$ cat config.mk
export PLATFORM = sky130hd
export DESIGN_NAME = cti_blend
export DESIGN_NICKNAME = d
export VERILOG_FILES = /design/src/design/cti_pkg.sv /design/src/design/cti_blend.sv
export SDC_FILE = /design/constraint.sdc
export NUM_CORES = 2
export LEC_CHECK = 0
export BUFFER_PORTS_ARGS = -buffer_cell sky130_fd_sc_hd__buf_2
export CAP_MARGIN = 20
export CORE_MARGIN = 4
export CORE_UTILIZATION = 63
export CTS_CLUSTER_DIAMETER = 80
export DETAILED_ROUTE_END_ITERATION = 12
export PLACE_DENSITY = 0.78
export RECOVER_POWER = 25
export SYNTH_ARGS = -nofsm -noshare
export SYNTH_HDL_FRONTEND = slang
export SYNTH_SLANG_ARGS = --single-unit
$ cat constraint.sdc
create_clock -name clk -period 8.1 [get_ports clk]
set_input_delay 2.025 -clock clk [delete_from_list [all_inputs] [get_ports clk]]
set_output_delay 2.025 -clock clk [all_outputs]
set_load 0.05 [all_outputs]
$ cat src/design/cti_pkg.sv
// Shared types and constants for the clamped table interpolator.
// No dependencies; every other file of the block imports this package.

package cti_pkg;

	// fixed field widths
	localparam int DATA_W = 32;
	localparam int ROW_W  = 4;
	localparam int PC_W   = 5;

	// item kinds
	localparam logic KIND_LOAD  = 1'b0;
	localparam logic KIND_QUERY = 1'b1;

	// result status codes
	localparam logic STATUS_OK    = 1'b0;
	localparam logic STATUS_ORDER = 1'b1;

	// blend unit operand tags
	localparam logic TAG_COND = 1'b0;
	localparam logic TAG_SPEC = 1'b1;

	// point count after reset
	localparam logic [PC_W-1:0] PC_RESET = 5'd2;

	typedef enum logic [3:0] {
		S_IDLE,
		S_WALK,
		S_CLASS,
		S_ROW0,
		S_ROW1,
		S_ROW2,
		S_DIV,
		S_MUL_C,
		S_MUL_S,
		S_MUL_W,
		S_DONE
	} cti_state_t;

	// control that travels with an operand pair through the blend unit
	typedef struct packed {
		logic valid;
		logic tag;
	} cti_blend_ctl_t;

endpackage

$ cat src/design/cti_blend.sv
// Three-stage blend unit: v1 + trunc(alpha * (v2 - v1) / 2^FRAC_BITS).
// Shared by both property columns, one operand pair per cycle. Depends on cti_pkg.

module cti_blend import cti_pkg::*; #(
	parameter int FRAC_BITS = 16
) (
	input  logic               clk,
	input  logic               arst_n,
	input  cti_blend_ctl_t     ctl,
	input  logic [FRAC_BITS:0] alpha,
	input  logic [DATA_W-1:0]  v1,
	input  logic [DATA_W-1:0]  v2,
	output cti_blend_ctl_t     out_ctl,
	output logic [DATA_W-1:0]  res
);

	localparam int A_W = FRAC_BITS + 1;
	localparam int P_W = A_W + DATA_W;

	logic [DATA_W:0] dv;
	logic [DATA_W:0] mag_full;

	cti_blend_ctl_t    ctl_s1, ctl_s2, ctl_s3;
	logic [DATA_W-1:0] mag_s1;
	logic              neg_s1, neg_s2;
	logic [DATA_W-1:0] v1_s1, v1_s2;
	logic [A_W-1:0]    alpha_s1;
	logic [P_W-1:0]    prod_s2;
	logic [DATA_W-1:0] res_s3;
	logic [DATA_W-1:0] step;

	// signed difference and its magnitude
	always_comb begin
		dv       = {v2[DATA_W-1], v2} - {v1[DATA_W-1], v1};
		mag_full = dv[DATA_W] ? (~dv + (DATA_W+1)'(1)) : dv;
		step     = prod_s2[FRAC_BITS +: DATA_W];
	end

	// stage valid and tag
	always_ff @(posedge clk or negedge arst_n) begin
		if (!arst_n) begin
			ctl_s1 <= '0;
			ctl_s2 <= '0;
			ctl_s3 <= '0;
		end else begin
			ctl_s1 <= ctl;
			ctl_s2 <= ctl_s1;
			ctl_s3 <= ctl_s2;
		end
	end

	// datapath stages
	always_ff @(posedge clk) begin
		mag_s1   <= mag_full[DATA_W-1:0];
		neg_s1   <= dv[DATA_W];
		v1_s1    <= v1;
		alpha_s1 <= alpha;

		prod_s2 <= P_W'(alpha_s1) * P_W'(mag_s1);
		neg_s2  <= neg_s1;
		v1_s2   <= v1_s1;

		res_s3 <= neg_s2 ? (v1_s2 - step) : (v1_s2 + step);
	end

	assign out_ctl = ctl_s3;
	assign res     = res_s3;

endmodule

# Yosys cells after proc, flatten, opt, wreduce, memory -nomap -nowiden
# Cells that the tools add are included.
[classes] n_addsub=4 mul=1 muxes=2 bitwise_logic=1
[op_table] op="$mux W32" count=2
[op_table] op="$mul A17 B32 Y48" count=1
[op_table] op="$sub A32 B32 Y33" count=1
[op_table] op="$add A32 B1 Y32 const B" count=1
[op_table] op="$add A32 B32 Y32" count=1
[op_table] op="$not A32 Y32" count=1
[op_table] op="$sub A32 B32 Y32" count=1
[word_totals] regBits=201 inputBits=85 out_inout_bits=34 word_cells=22

# Longest topological paths before layout
[logic_depth] word_depth=4 mapped_depth=25 ltp_nobuf=24

# Worst setup path before layout
# OpenSTA, ideal clock, no wires.
[synth_timing] path_kind="flip-flop to flip-flop" start="register mag_s1[10]" end="register prod_s2[42]" arrival_time_ns=6.063 required_ns=8.028 path_slack_ns=1.965 stages_incl_launch_ff=21 cell_sequence="dfxtp_1 -> clkbuf_1 -> nand2_1 -> fa_1 -> fa_1 -> fa_1 -> fa_1 -> inv_1 -> fa_1 -> fa_1 -> ha_1 -> a21o_1 -> a21o_1 -> a221o_1 -> o2111ai_1 -> a211o_1 -> a31oi_1 -> a21oi_1 -> o221ai_1 -> a21oi_1 -> xnor2_1"
[synth_via] elab_chain_len=1
[synth_lines] element="start: declaration" line="cti_blend.sv:24" rtl="logic [DATA_W-1:0] mag_s1;"
[synth_lines] element="start signal: assignment" line="cti_blend.sv:54" rtl="mag_s1 <= mag_full[DATA_W-1:0];"
[synth_lines] element="$mul A17 B32 Y48" line="cti_blend.sv:59" rtl="prod_s2 <= P_W'(alpha_s1) * P_W'(mag_s1);"
[synth_lines] element="end signal: assignment" line="cti_blend.sv:59"
[synth_lines] element="end: declaration" line="cti_blend.sv:28" rtl="logic [P_W-1:0] prod_s2;"
# No other way between the ends.

# Final worst setup path
[layout_timing] start="register alpha_s1[6]" end="register prod_s2[42]"
[layout_via] elab_chain_len=1
[layout_lines] element="start: declaration" line="cti_blend.sv:27" rtl="logic [A_W-1:0] alpha_s1;"
[layout_lines] element="start signal: assignment" line="cti_blend.sv:57" rtl="alpha_s1 <= alpha;"
[layout_lines] element="$mul A17 B32 Y48" line="cti_blend.sv:59"
# No other way between the ends.

==> impl_metrics.py <==
metrics = {
    "hold_path": {
        "hold_class": "register to register",
    },
    "synthesis": {
        "netlist_top_cells_area": "fa_1 (36%), dfxtp_1 (14%), ha_1 (9.1%)",
        "yosysTopAreaCellShare_pct": 35.83,
        "synth-xor-area-share_pct": 5.028,
        "synth_edf_count": 0,
        "ys_dominant_reg_cell": "dfxtp_1",
        "synth_compound_area_share_pct": 8.352,
        "synth_seq_area_share_pct": 14.92,
        "synth_top_family_by_area": "adder cells",
        "synthMuxAreaShare_pct": 0.1200,
        "postSynthAreaPerCell_um2": 8.978,
        "synth_cells": 2788,
        "synthArstFlopShare_pct": 3.243,
        "synth.cell_area_um2": 25030,
        "ys_types": 84,
        "synth_fa_ha_area_share_pct": 44.93,
        "yosysTopAreaCell": "fa_1",
        "yosys_warnings": 0,
        "ys_ff_latch": 185,
        "syn_nets": 3503,
        "synth-simple-area-share_pct": 16.59,
    },
    "drt": {
        "dr.first_iter.drc_count": 1469,
        "wl_per_cell_um": 18.85,
        "drcViolationCount": 0,
        "dr.pass1.iters": 6,
        "drtAntennaViolNets": 0,
        "vias": 19320,
        "viasPerCell": 5.698,
        "routed_wl_mm": 63.91,
    },
    "clock_network": {
        "cts_resized": 0,
        "hold_buffers": 0,
        "numClockSinks": 185,
        "post_cts_buffers": 0,
        "cts_tree": "done",
        "cts_root_buf": "clkbuf_16",
        "insertion_delay_ns": 0.48,
        "clock_path_buffers": 2,
        "cts_buffers": 17,
        "cts_max_level": 4,
        "clkSlewWorstSetupHoldPaths_ns": 0.09,
    },
    "critical_path": {
        "critPathLaunchType": "register",
        "r2r_end": "prod_s2[42]",
        "crit_arrival_ns": 7.66,
        "worst-setup-path-type": "register to register",
        "crit_path_max_fanout": 32,
        "crit_path_start": "alpha_s1[6]",
        "critPathCaptureType": "register",
        "r2r-start": "alpha_s1[6]",
        "required_ns": 8.52,
        "reg2reg_depth": 20,
        "endpoint": "prod_s2[42]",
        "r2r_slack_ns": 0.86,
    },
    "timing": {
        "fin_crit_sh_pct": 89.37,
        "fin_worst_skew_ns": 0.02092,
        "worst_pin_slew_ns": 1.097,
        "finalSetupTns_ns": 0,
        "rsz0062_at_grt": "no",
        "fin_crit_ns": 7.239,
        "slew_headroom_pct": 26.76,
        "timing.hold.ws_ns": 0.3210,
        "drv_slew": 0,
        "fmax_mhz": 138.1,
        "hold_violations": 0,
        "setup_viol": 0,
    },
    "global_routing": {
        "overflow": 0,
        "antenna_found_initial": 0,
        "grt_max_degree": 33,
        "grt_pass1_wl_mm": 104.3,
        "grt_use_total_pct": 30.12,
        "grt_pass1_vias": 20540,
    },
    "die": {
        "coreArea_um2": 39010,
        "die_area_um2": 42990,
        "ios": 119,
        "row_count": 72,
        "fp.dieH_um": 207.3,
        "initial_core_util_pct": 64.17,
        "die_w_um": 207.3,
    },
    "cells_and_area": {
        "final_cell_mix": "inv_1 (569), fa_1 (448), nand2_1 (386), and2_1 (217), ha_1 (182)",
        "fill_cells": 3026,
        "nets": 3574,
        "layout_commonest_cell": "inv_1",
        "antenna_cells": 0,
        "fin_cells": 3390,
        "area_growth_pct": 7.283,
        "drive_above_1_share_pct": 7.451,
    },
    "outcome": {
        "status": "finished clean",
    },
    "placed_design": {
        "dp_cells": 3354,
        "gp_congestion": 0.9681,
        "hpwl_mm": 50.91,
        "numPortBuffers": 118,
    },
    "flow_run": {
        "maxCapViolations": 0,
    },
}
-- critical path, stage by stage (launching register included) --
cell and delay, ns:
dfxtp_1 1.03, and2_1 0.27, fa_1 0.44, inv_1 0.08, fa_1 0.43, fa_1 0.50
fa_1 0.55, inv_1 0.05, fa_1 0.49, fa_1 0.41, ha_1 0.32, a21o_1 0.17
a21o_1 0.17, a221o_1 0.37, o2111ai_1 0.43, a211o_1 0.32, a31oi_1 0.20, a21oi_1 0.36
o221ai_1 0.22, a21oi_1 0.21, xnor2_1 0.13
-- area by class of cell --
| type | count | area, um^2 | area share (%) |
|---|---|---|---|
| multi-input cells | 1932 | 18780 | 69.92 |
| flip-flops and latches | 185 | 3734 | 13.90 |
| inverters | 569 | 2136 | 7.953 |
| repair buffers | 154 | 939.7 | 3.499 |
| well taps | 518 | 648.1 | 2.413 |
| clock buffers | 17 | 425.4 | 1.584 |
| clock inverters | 15 | 195.2 | 0.7268 |
-- per-layer routing --
| layer | global-route usage, % | share of wire (%) | up-vias |
|---|---|---|---|
| met5 | 0 | 0 | - |
| met4 | 14.25 | 5.2 | 0 |
| met3 | 4.896 | 6.5 | 211 |
| met2 | 50.57 | 49 | 781 |
| met1 | 38.45 | 39 | 9655 |
| li1 | - | - | 8669 |
-- flip-flops by register name, indices dropped and copies added (netlist names) --
register	flops
alpha_s1	17
ctl_s1	2
ctl_s2	2
mag_s1	32
neg_s1	1
neg_s2	1
out_ctl	2
prod_s2	32
res	32
v1_s1	32
v1_s2	32
-- cell families (layout without fill, tap and decap cells) --
group / Yosys count / after routing
DFF: 185 / 185
xor gates and xnor gates: 142 / 142
AOI/OAI and AO/OA: 311 / 311
muxes: 3 / 3
adders and majority gates: 630 / 630
buffers and inverters: 671 / 755
and+or+nand+nor: 846 / 846
-- synthesized netlist by cell type, drive strengths merged, types with 9 or more instances --
cell type / number
inv: 569
fa: 448
nand2: 387
and2: 217
ha: 182
dfxtp: 179
xnor2: 102
clkbuf: 98
a21oi: 97
nor2: 83
o21ai: 60
a21o: 44
xor2: 40
nor3: 32
nand3: 20
nand2b: 18
nor2b: 16
o21a: 13
and3: 12
o21bai: 12
a31oi: 11
nor4: 11
o211ai: 10
nand4: 9
o31ai: 9
or3: 9
-- how the worst min path moves through the flow --
| stage | startpoint | to | slack, ns | cells after the start |
|---|---|---|---|---|
| after floorplan | neg_s1 | neg_s2 | 0.31 | 0 |
| after global placement | v1_s1[17] | v1_s2[17] | 0.31 | 0 |
| after detailed placement | v1_s1[13] | v1_s2[13] | 0.31 | 0 |
| after CTS | v1_s1[0] | v1_s2[0] | 0.32 | 0 |
| after global routing | v1_s1[0] | v1_s2[0] | 0.33 | 0 |
| final | v1_s1[0] | v1_s2[0] | 0.32 | 0 |
-- metrics by stage --
| stage | utilization [%] | setup slack, ns | cell area [um^2] |
|---|---|---|---|
| floorplan | - | 1.965 | 25030 |
| global route | 68.84 | 0.5003 | 26850 |
| detailed placement | 66.97 | 0.6838 | 26130 |
| CTS | 68.57 | 0.6751 | 26750 |
| global placement | 66.97 | 0.9387 | 26130 |
| finish | 68.84 | 0.8611 | 26850 |
Power is left out: the tool's default activity adds up to more than one toggle a clock period on the data nets, which glitch-free logic cannot reach.
