File: src/design/cti_pkg.sv
// Shared types and constants for the clamped table interpolator.
// No dependencies; every other file of the block imports this package.

package cti_pkg;

	// fixed field widths
	localparam int DATA_W = 32;
	localparam int ROW_W  = 4;
	localparam int PC_W   = 5;

	// item kinds
	localparam logic KIND_LOAD  = 1'b0;
	localparam logic KIND_QUERY = 1'b1;

	// result status codes
	localparam logic STATUS_OK    = 1'b0;
	localparam logic STATUS_ORDER = 1'b1;

	// blend unit operand tags
	localparam logic TAG_COND = 1'b0;
	localparam logic TAG_SPEC = 1'b1;

	// point count after reset
	localparam logic [PC_W-1:0] PC_RESET = 5'd2;

	typedef enum logic [3:0] {
		S_IDLE,
		S_WALK,
		S_CLASS,
		S_ROW0,
		S_ROW1,
		S_ROW2,
		S_DIV,
		S_MUL_C,
		S_MUL_S,
		S_MUL_W,
		S_DONE
	} cti_state_t;

	// control that travels with an operand pair through the blend unit
	typedef struct packed {
		logic valid;
		logic tag;
	} cti_blend_ctl_t;

endpackage

File: src/design/cti_div.sv
// Restoring divider, one quotient bit per cycle, for the interpolation fraction.
// Computes (num << FRAC_BITS) / den for num <= den. Depends on cti_pkg.

module cti_div import cti_pkg::*; #(
	parameter int FRAC_BITS = 16
) (
	input  logic              clk,
	input  logic              arst_n,
	input  logic              start,
	input  logic [DATA_W-1:0] num,
	input  logic [DATA_W-1:0] den,
	output logic              busy,
	output logic [FRAC_BITS:0] alpha
);

	localparam int Q_W   = FRAC_BITS + 1;
	localparam int CNT_W = $clog2(Q_W + 1);

	logic [DATA_W:0]   rem_q;
	logic [DATA_W-1:0] den_q;
	logic [Q_W-1:0]    quo_q;
	logic [CNT_W-1:0]  cnt_q;
	logic              busy_q;

	logic [DATA_W+1:0] trial;
	logic              ge;
	logic [DATA_W:0]   rem_keep;
	logic [DATA_W:0]   rem_nxt;

	// trial subtract and shift
	always_comb begin
		trial    = {1'b0, rem_q} - {2'b00, den_q};
		ge       = ~trial[DATA_W+1];
		rem_keep = ge ? trial[DATA_W:0] : rem_q;
		rem_nxt  = {rem_keep[DATA_W-1:0], 1'b0};
	end

	// iteration control
	always_ff @(posedge clk or negedge arst_n) begin
		if (!arst_n) begin
			busy_q <= 1'b0;
			cnt_q  <= '0;
		end else if (start) begin
			busy_q <= 1'b1;
			cnt_q  <= '0;
		end else if (busy_q) begin
			cnt_q <= cnt_q + CNT_W'(1);
			if (cnt_q == CNT_W'(Q_W - 1))
				busy_q <= 1'b0;
		end
	end

	// remainder and quotient
	always_ff @(posedge clk) begin
		if (start) begin
			rem_q <= {1'b0, num};
			den_q <= den;
		end else if (busy_q) begin
			rem_q <= rem_nxt;
			quo_q <= {quo_q[Q_W-2:0], ge};
		end
	end

	assign busy  = busy_q;
	assign alpha = quo_q;

endmodule

File: config.mk
export PLATFORM = sky130hd
export DESIGN_NAME = cti_div
export DESIGN_NICKNAME = d
export VERILOG_FILES = /design/src/design/cti_pkg.sv /design/src/design/cti_div.sv
export SDC_FILE = /design/constraint.sdc
export NUM_CORES = 1
export LEC_CHECK = 0
export BUFFER_PORTS_ARGS = -buffer_cell sky130_fd_sc_hd__buf_2
export CAP_MARGIN = 20
export CORE_MARGIN = 2
export CORE_UTILIZATION = 55
export DETAILED_ROUTE_END_ITERATION = 8
export GPL_ROUTABILITY_DRIVEN = 0
export GPL_TIMING_DRIVEN = 1
export PLACE_DENSITY = 0.78
export SLEW_MARGIN = 20
export SYNTH_ARGS = -nofsm -noshare
export SYNTH_HDL_FRONTEND = slang
export SYNTH_SLANG_ARGS = --single-unit
File: constraint.sdc
create_clock -name clk -period 7.9 [get_ports clk]
set_clock_uncertainty 0.1 [all_clocks]
set_input_delay 0.79 -clock clk [delete_from_list [all_inputs] [get_ports clk]]
set_output_delay 0.79 -clock clk [all_outputs]
set_load 0.02 [all_outputs]
After elaboration in Yosys (flattened, before gate mapping)
Cells that the tools add are included.
{"block": "word_totals", "regBits": 88, "in_bits": 67, "out_inout_bits": 18, "wordCells": 21}
{"block": "op_classes", "n_addsub": 2, "eq_ne": 1, "n_mux": 8, "bitwise_logic": 2, "reduce_logical": 2}
{"operator": "32-bit two-way mux", "n": 3}
{"operator": "33-bit by 32-bit subtractor with 34-bit output", "n": 1}
{"operator": "5-bit two-way mux", "n": 2}
{"operator": "5-bit by 1-bit adder with 5-bit output, second input constant", "n": 1}
{"operator": "5-bit equality test, second input constant", "n": 1}
{"operator": "1-bit two-way mux", "n": 3}
{"operator": "1-bit inverter", "n": 2}
{"operator": "2-bit AND reduction", "n": 1}
{"operator": "2-bit nonzero test", "n": 1}

Longest topological paths before layout
Gate-level depths: netlist of the first run.
{"block": "depth", "depth_word": 4, "ltp_mapped": 14, "mapped_depth_nobuf": 12}

Least setup slack after synthesis of the first run
Ideal clock, no wire load.
{"block": "synth_path", "kind": "register to register", "from": "register rem_q[0]", "to": "register rem_q[31], data pin", "setup_ps": 261, "arrival_ps": 2793, "required_ps": 7539, "setup_slack_ps": 4746, "stages_incl_launch_ff": 13, "n_path_buf": 0, "period_less_slack_ps": 3154, "cell_sequence": "edfxtp_1 inv_1 ha_1 inv_1 fa_1 a211oi_1 o21bai_1 o211a_2 or4b_1 a21oi_1 o31ai_1 xor2_1 a221o_1"}
{"block": "synth_via", "elab_chain_len": 4}
{"element": "start, declared", "line_no": "cti_div.sv:19", "rtl": "logic [DATA_W:0] rem_q;"}
{"element": "start signal, assigned", "line_no": "cti_div.sv:56", "rtl": "rem_q <= {1'b0, num};"}
{"element": "start signal, assigned", "line_no": "cti_div.sv:59", "rtl": "rem_q <= rem_nxt;"}
{"element": "33-bit by 32-bit subtractor with 34-bit output", "line_no": "cti_div.sv:32", "rtl": "trial = {1'b0, rem_q} - {2'b00, den_q};"}
{"element": "32-bit two-way mux", "line_no": "cti_div.sv:34", "rtl": "rem_keep = ge ? trial[DATA_W:0] : rem_q;"}
{"element": "32-bit two-way mux", "line_no": "cti_div.sv:58", "rtl": "end else if (busy_q) begin"}
{"element": "32-bit two-way mux", "line_no": "cti_div.sv:55", "rtl": "if (start) begin"}
No other way between the ends. The select of a mux whose other input is x is not followed.
A chain may end at the register's enable or synchronous reset.

Worst setup path after layout of the first run
{"block": "layout_path", "from": "register rem_q[26]", "to": "register rem_q[4], data pin"}
Same word-level chain as after synthesis.

==> flow_summary.ini, run 1 <==
[outcome]
status = completed

[logic_synthesis]
netlist-cell-type-count = 60
netlist.area_leader.share = 0.445
synth_top_area_cell = edfxtp_1
synthesis.nets = 596
ys_async_sr_fraction = 0.0682
synth_warnings = 0
ys.flop_type = edfxtp_1
synth_edf_count = 81
syn-mean-instance-area_um2 = 11.1
synth_seq_cells = 88
ys_seq_area_frac = 0.476
synthCells = 494
syn_area_um2 = 5470
synth_area_leaders = edfxtp_1, ha_1, mux2_2, a21oi_1, mux2_4

[pwr]
fin_total_pwr_mw = 2.38
p_leak_nw = 2.63
powerDensity_nw_per_um2 = 387
ir_worst_vdd_uv = 187

[clock_network]
clock-root-buffer = clkbuf_8
cts_hold_buf = 0
clkSinkCount = 88
htreeDepth = 3
clkTransAtPathRegs_ns = 0.10
cts_tree = done
post_cts_resized = 0
clk_latency_ns = 0.37
numCtsBuffers = 9
cts_setup_buffers = 0
cts.path.max_buffers = 2

[setup_path]
endpoint_kind = register
critPathLaunchType = register
worstRegToRegCells = 10
r2r_end = rem_q[4]
cp-startpoint = rem_q[26]
path_delay_family = compound AO/OA/AOI/OAI gates
r2r_setup_slack_ns = 4.14
cpPeakStageDelay_ns = 0.64
path_buf_inv = 1
cp_max_fo = 32
crit_required_ns = 7.93
worstPathArrival_ns = 3.79
crit_chain = ha_1 > a21o_1 > a21oi_1 > o21bai_1 > a31oi_1 > a31oi_1 > nand2_2 > inv_2 > mux2_2 > mux2_2
crit_type = register to register
endpoint = rem_q[4]
slowest_stage = inv_2
worstReg2RegStart = rem_q[26]
path_depth = 10

[floorplan]
ioPinCount = 85
die_y_um = 104
coreArea_um2 = 9730
fp.dieArea_um2 = 10800
start_util = 0.562
rows = 36
fp.dieW_um = 104

[timing]
relSlewSlack = 0.452
drv_slew = 0
clock.fmax_ghz = 0.266
tightest_slew_ns = 0.822
finalSetupViolations = 0
rsz0062_at_grt = no
final_hold_viol_count = 0
period_share = 0.476
holdWs_ns = 0.123
fin_crit_ns = 3.76
setup_slack_ns = 4.14
setup_tns_ns = 0

[final_layout]
n_antenna_cell = 0
final_common_cell = buf_2
drive_gt1_frac = 0.251
final_cell_mix = buf_2, edfxtp_1, a21oi_1, inv_1, ha_1
stdcell_count = 710
final_util = 0.631
fin_nets = 674
design_area_um2 = 6140
area_delta_synth_final_pct = 12.4

[routing]
drt_wl_total_um = 11300
vias = 4106
avgRoutedWirePerCell_um = 15.9
drt-pass1-iter-count = 5
ant_nets = 0
vias_per_cell = 5.78
drc = 0
drtIter0Drc = 257

[min_path]
hold_path.class = primary input to asynchronous set/reset pin

[placed_design]
io_buffers = 84
place_inst = 694
dp_hpwl_um = 8040
placed_area_um2 = 5970
pre_cts_slack_ns = 4.19

[global_routing]
grt_pass1_vias = 4025
grt_pass1_wl_um = 19000
overflow = 0
grt_use_total = 0.217
grt_start_max_net_pins = 53
grt_antenna_before_repair = 0

[run]
drv_cap = 0
## power breakdown
group          switching [mW]  internal, mW
logic                   0.731         0.638
registers              0.0668         0.658
clock network           0.169         0.116
total                   0.967          1.41
## final cells by class
cell class / instances / area, µm²
clock buffer: 10 / 128
clock inverter: 6 / 42.5
fill: 808 / 3590
inverter: 39 / 146
multi-input combinational: 348 / 2620
sequential: 88 / 2600
tap: 133 / 166
timing repair buffer: 86 / 438
## kinds of logic after synthesis
kind of cell,count (synthesis),share of synthesized area
and+or+nand+nor,114,0.107
xor gates and xnor gates,27,0.0433
adders and majority gates,35,0.0815
DFF,88,0.476
buffers and inverters,58,0.0449
muxes,36,0.0815
AOI/OAI and AO/OA,136,0.166
## per-layer routing
metal | part of all wire | vias up | track usage
met5 | 0 | - | 0
met4 | 0.023 | 0 | 0.0608
met3 | 0.076 | 27 | 0.0592
met2 | 0.46 | 182 | 0.351
met1 | 0.44 | 1906 | 0.288
li1 | - | 1991 | -
## worst min path at each step
| stage | end | slack (ns) |
|---|---|---|
| 2_1_floorplan | busy | 0.39 |
| 3_3_place_gp | alpha[15] | 0.33 |
| 3_5_place_dp | alpha[7] | 0.33 |
| 4_1_cts | cnt_q[1] | 0.12 |
| 5_1_grt | cnt_q[4] | 0.12 |
| 6_report | cnt_q[0] | 0.12 |
## worst register-to-register path, stage by stage, from the launching register on
cell and delay [ns]:
edfxtp_1 0.43, ha_1 0.39, a21o_1 0.20, a21oi_1 0.09, o21bai_1 0.21, a31oi_1 0.13
a31oi_1 0.39, nand2_2 0.26, inv_2 0.64, mux2_2 0.41, mux2_2 0.26
## sequential cells by signal, indices dropped and copies added (netlist names)
name and flops:
busy 1, cnt_q 5, rem_q 33, den_q 32
alpha 17
## synth_stat cells, types with 2 or more instances
library cell	instances
nand2b_1	6
a21boi_0	2
a31oi_1	6
o21ai_0	20
a21oi_1	42
inv_1	38
o21a_1	8
dfrtp_1	6
and4_1	2
buf_2	4
xnor2_1	14
mux2_4	12
xor2_1	13
o211ai_1	3
or2_2	2
mux2_2	20
mux2i_1	4
nand2_1	23
a211oi_1	4
a221o_1	5
o21bai_1	5
or3_1	3
a2111oi_0	2
o31ai_1	6
nor3b_1	6
nand3_1	11
nor2b_1	7
nor3_1	7
edfxtp_1	81
and2_1	3
a211o_1	4
ha_1	34
clkbuf_1	11
nand4_1	6
a21o_1	16
nor2_1	30
o2111ai_1	2
and3_1	2
buf_6	3
No activity file was read; power rests on OpenSTA's default activity.
==> run 2: changes to the inputs <==
- CORE_UTILIZATION: 55 -> 52
- PLACE_DENSITY: 0.78 -> 0.77
- clock period: 7.9 -> 3.45 ns (I/O delays scaled with it)
==> flow_summary.ini, run 2 (same netlist as run 1, synthesis figures left out) <==
[min_path]
min_path_cells = 1
hp-start = den[5]
hold_path.class = primary input to register
min_to = den_q[5]

[final_layout]
final_cell_mix = buf_2, edfxtp_1, a21oi_1, inv_1, ha_1
stdcell_count = 718
area_delta_synth_final_pct = 14.6
final_common_cell = buf_2
fin_nets = 679
top_register = rem_q
n_antenna_cell = 0
largest_register_ffs = 33
design_area_um2 = 6260
final_util = 0.609
drive_gt1_frac = 0.256
fill_cells = 890

[routing]
drtIter0Drc = 156
drt-pass1-iter-count = 4
vias_per_cell = 5.65
drt_wl_total_um = 11400
drc = 0
vias = 4057
ant_nets = 0
avgRoutedWirePerCell_um = 15.9

[clock_network]
cts.path.max_buffers = 2
numCtsBuffers = 9
cts_tree = done
htreeDepth = 3
cts_setup_buffers = 0
clkTransAtPathRegs_ns = 0.09
clkSinkCount = 88
clock-root-buffer = clkbuf_8
clk_latency_ns = 0.37

[timing]
setup_slack_ns = 0.139
relSlewSlack = 0.444
final_hold_viol_count = 0
fin_crit_ns = 3.31
rsz0062_at_grt = no
setup_tns_ns = 0
finalSetupViolations = 0
clock.fmax_ghz = 0.302
period_share = 0.960
drv_slew = 0
tightest_slew_ns = 0.834
holdWs_ns = 0.0425

[floorplan]
coreArea_um2 = 10300
fp.dieArea_um2 = 11300
rows = 37
start_util = 0.532
die_y_um = 107
ioPinCount = 85
fp.dieW_um = 107

[setup_path]
crit_chain = inv_1 > ha_1 > inv_1 > fa_2 > a211oi_2 > o21bai_1 > o211a_2 > or4b_1 > a21oi_1 > o31ai_1 > xor2_1 > a221o_1
critPathLaunchType = register
worstRegToRegCells = 12
slowest_stage = or4b_1
crit_type = register to register
path_common_cell = inv_1
crit_required_ns = 3.47
endpoint_kind = register
r2r_end = rem_q[31]
cp_max_fo = 6
r2r_setup_slack_ns = 0.14
worstPathArrival_ns = 3.33
worstReg2RegStart = rem_q[0]
cpPeakStageDelay_ns = 0.51

[pwr]
fin_total_pwr_mw = 5.74
seqPwrFrac = 0.288
powerDensity_nw_per_um2 = 917
p_sw_frac = 0.391
power_frac_comb = 0.575
ir_worst_vdd_uv = 442
cell_internal_pwr_mw = 3.50
p_leak_nw = 2.68
p_switching_mw = 2.24
p_clk_frac = 0.136

[outcome]
status = completed

[global_routing]
grt_start_max_net_pins = 48
grt_pass1_vias = 4110
grt_pass1_wl_um = 18800
grt_use_total = 0.209
overflow = 0
grt_antenna_before_repair = 0

[placed_design]
io_buffers = 84
pre_cts_slack_ns = 0.0996
placed_area_um2 = 6030
place_inst = 701
dp_hpwl_um = 8490

[run]
drv_cap = 0
[run 2: changes by cell type in the layout (fill, tap and decap cells not counted), moves of 2 or more]
cell / before / now
buf_12: 0 / 2
buf_4: 3 / 5
bufinv_16: 0 / 2
clkbuf_1: 1 / 3
clkinv_2: 2 / 0
clkinvlp_4: 2 / 0
[run 2: worst max-delay path, delay by kind of cell, from the launching register on]
family	cells	cell delay (ns)
compound gates	6	1.25
xor+xnor	1	0.15
fa+ha+maj	2	0.53
buf+inv	2	0.13
flops	1	0.39
simple gates	1	0.51
[run 2: how the worst max path moves through the flow]
stage                        start   endpoint  slack [ns]  cells past startpoint
final                     rem_q[0]  rem_q[31]        0.14                     12
after global placement    rem_q[0]  rem_q[31]        0.18                     12
after floorplan           rem_q[0]  rem_q[31]        0.30                     12
after CTS                 rem_q[0]  rem_q[31]        0.08                     12
after global routing      rem_q[0]  rem_q[31]        0.03                     12
after detailed placement  rem_q[0]  rem_q[31]         0.1                     12
[run 2: final cells by class]
type,count,area [µm²],area share
sequential,88,2600,0.416
clock inverter,4,77.6,0.0124
timing repair buffer,91,503,0.0803
multi-input combinational,348,2630,0.419
tap,136,170,0.0272
clock buffer,12,135,0.0216
inverter,39,149,0.0238
[run 2: metal layers]
metal	global-route usage	wire length [µm]	vias to the layer above	share of wire
li1	-	-	2004	-
met1	0.258	4960	1917	0.43
met2	0.357	5540	120	0.48
met3	0.0484	741	16	0.065
met4	0.0788	185	0	0.016
met5	0	0	-	0
[run 2: power by group through the flow]
| stage | clock network [mW] | registers, mW | logic (mW) |
|---|---|---|---|
| final | 0.784 | 1.66 | 3.30 |
| after global routing | 0.841 | 1.69 | 3.62 |
| after CTS | 0.804 | 1.65 | 3.27 |
| after detailed placement | 0 | 1.68 | 3.23 |
| after global placement | 0 | 1.66 | 3.16 |
| after floorplan | 0 | 1.65 | 2.56 |
[run 2: repair_timing]
item,in CTS,in global routing
resized for setup,0,3
endpoints found under the setup margin,0,9
hold endpoints to repair,6,0
hold buffers,1,0
==> run 3: changes to the inputs <==
- BUFFER_PORTS_ARGS: -buffer_cell sky130_fd_sc_hd__buf_2 -> default
- CORE_UTILIZATION: 52 -> 55
- CTS_CLUSTER_DIAMETER: default -> 200
- CTS_CLUSTER_SIZE: default -> 14
- DONT_BUFFER_PORTS: default -> 1
- PLACE_DENSITY: 0.77 -> 0.73
==> flow_summary.ini, run 3 (same netlist as run 1, synthesis figures left out) <==
[routing]
drt-met1-wl_um = 5100
avgRoutedWirePerCell_um = 17.7
drt_wl_total_um = 11800
wl_met2_um = 5600
drc = 0
drtIter0Drc = 233
vias = 3944
wl_met3_um = 715
ant_nets = 0
drt-pass1-iter-count = 5
vias_per_cell = 5.93
maxUsedRoutingLayer = met4

[global_routing]
overflow = 0
grt_pass1_wl_um = 19300
grt_use_total = 0.227
grt_pass1_vias = 4061
grt_antenna_before_repair = 0
grt_start_max_net_pins = 55

[final_layout]
final_common_cell = edfxtp_1
fin_nets = 629
final_cell_mix = edfxtp_1, a21oi_1, inv_1, ha_1, dlygate4sd3_1
drive_gt1_frac = 0.137
area_delta_synth_final_pct = 12.6
top_register = rem_q
largest_register_ffs = 33
final_util = 0.633
stdcell_count = 665
n_antenna_cell = 0

[timing]
fin_crit_ns = 3.28
period_share = 0.950
rsz0062_at_grt = yes
final_hold_viol_count = 0
clock.fmax_ghz = 0.305
finalSetupViolations = 0
relSlewSlack = 0.428
setup_slack_ns = 0.173
setup_tns_ns = 0
drv_slew = 0
tightest_slew_ns = 0.858

[pwr]
power_frac_comb = 0.574
powerDensity_nw_per_um2 = 912
fin_total_pwr_mw = 5.62
p_leak_nw = 2.48
ir_worst_vdd_uv = 575
p_switching_mw = 2.24
cell_internal_pwr_mw = 3.38
seqPwrFrac = 0.300
p_clk_frac = 0.127
p_sw_frac = 0.398

[clock_network]
clkTransAtPathRegs_ns = 0.10
numCtsBuffers = 9
clkSinkCount = 88
cts.path.max_buffers = 2
htreeDepth = 3
clk_latency_ns = 0.38
cts_tree = done
clock-root-buffer = clkbuf_8

[placed_design]
dp_hpwl_um = 7830
place_inst = 614
io_buffers = 0
pre_cts_slack_ns = 0.0507

[floorplan]
fp.dieW_um = 104
coreArea_um2 = 9730
die_y_um = 104
start_util = 0.562
ioPinCount = 85
rows = 36
fp.dieArea_um2 = 10800

[setup_path]
crit_required_ns = 3.47
cp_max_fo = 12
worstPathArrival_ns = 3.30
endpoint_kind = register
crit_type = register to register
critPathLaunchType = register

[run]
drv_cap = 0

[min_path]
hold_path.class = primary input to register

[outcome]
status = completed
[run 3: cell types whose count changed in the layout (fill, tap and decap cells not counted), moves of 2 or more]
cell	delta
buf_2	-83
clkbuf_1	-2
buf_4	+2
dlygate4sd3_1	+32
[run 3: final timing paths]
kind	startpoint	endpoint	slack (ns)	depth (start not counted)
worst max-delay path	rem_q[1]	rem_q[18]	0.17	11
worst min-delay path	num[2]	rem_q[2]	0.06	2
worst max register to register	rem_q[1]	rem_q[18]	0.17	11
worst min register to register	cnt_q[4]	cnt_q[4]	0.48	2
max in group asynchronous	arst_n	cnt_q[4]	2.83	1
min in group asynchronous	arst_n	cnt_q[0]	0.17	1
[run 3: through the flow]
stage                     instance area [µm²]  hold slack, ns
final                                    6160          0.0573
after global routing                     6160          0.0612
after CTS                                6130          0.0377
after detailed placement                 5580         -0.0505
after global placement                   5580         -0.0504
after floorplan                          5470         -0.0506
[run 3: cell type report]
cell class	count	area, µm²
repair buffers	41	403
well taps	133	166
clock inverters	6	68.8
clock buffers	10	128
inverters	39	146
flip-flops and latches	88	2600
multi-input cells	348	2640
fillers	827	3570
[run 3: timing repair]
item	CTS	global route
hold buffers	34	0
setup endpoints to repair	0	9
buffers inserted	0	1
resized for setup	0	6
hold endpoints to repair	77	0
[run 3: worst max-delay path: stages, from the launching register on]
cell and delay (ns):
edfxtp_1 0.46, ha_1 0.30, nor2b_1 0.17, o2111ai_1 0.18, a211o_1 0.36, a211o_1 0.34
nand3_2 0.12, nand2_2 0.06, inv_2 0.06, buf_4 0.25, mux2_4 0.34, mux2_2 0.28
[run 3: routing by layer]
layer | up-vias | global-route usage
met4 | 0 | 0.108
met1 | 1864 | 0.273
li1 | 1900 | -
met2 | 147 | 0.378
met5 | - | 0
met3 | 33 | 0.0629
[run 3: power by group through the flow]
| stage | registers [mW] | logic, mW | clock network [mW] |
|---|---|---|---|
| global placement | 1.69 | 3.01 | 0 |
| CTS | 1.68 | 3.14 | 0.736 |
| detailed placement | 1.71 | 3.07 | 0 |
| floorplan | 1.65 | 2.56 | 0 |
| finish | 1.68 | 3.22 | 0.711 |
| global route | 1.72 | 3.53 | 0.768 |
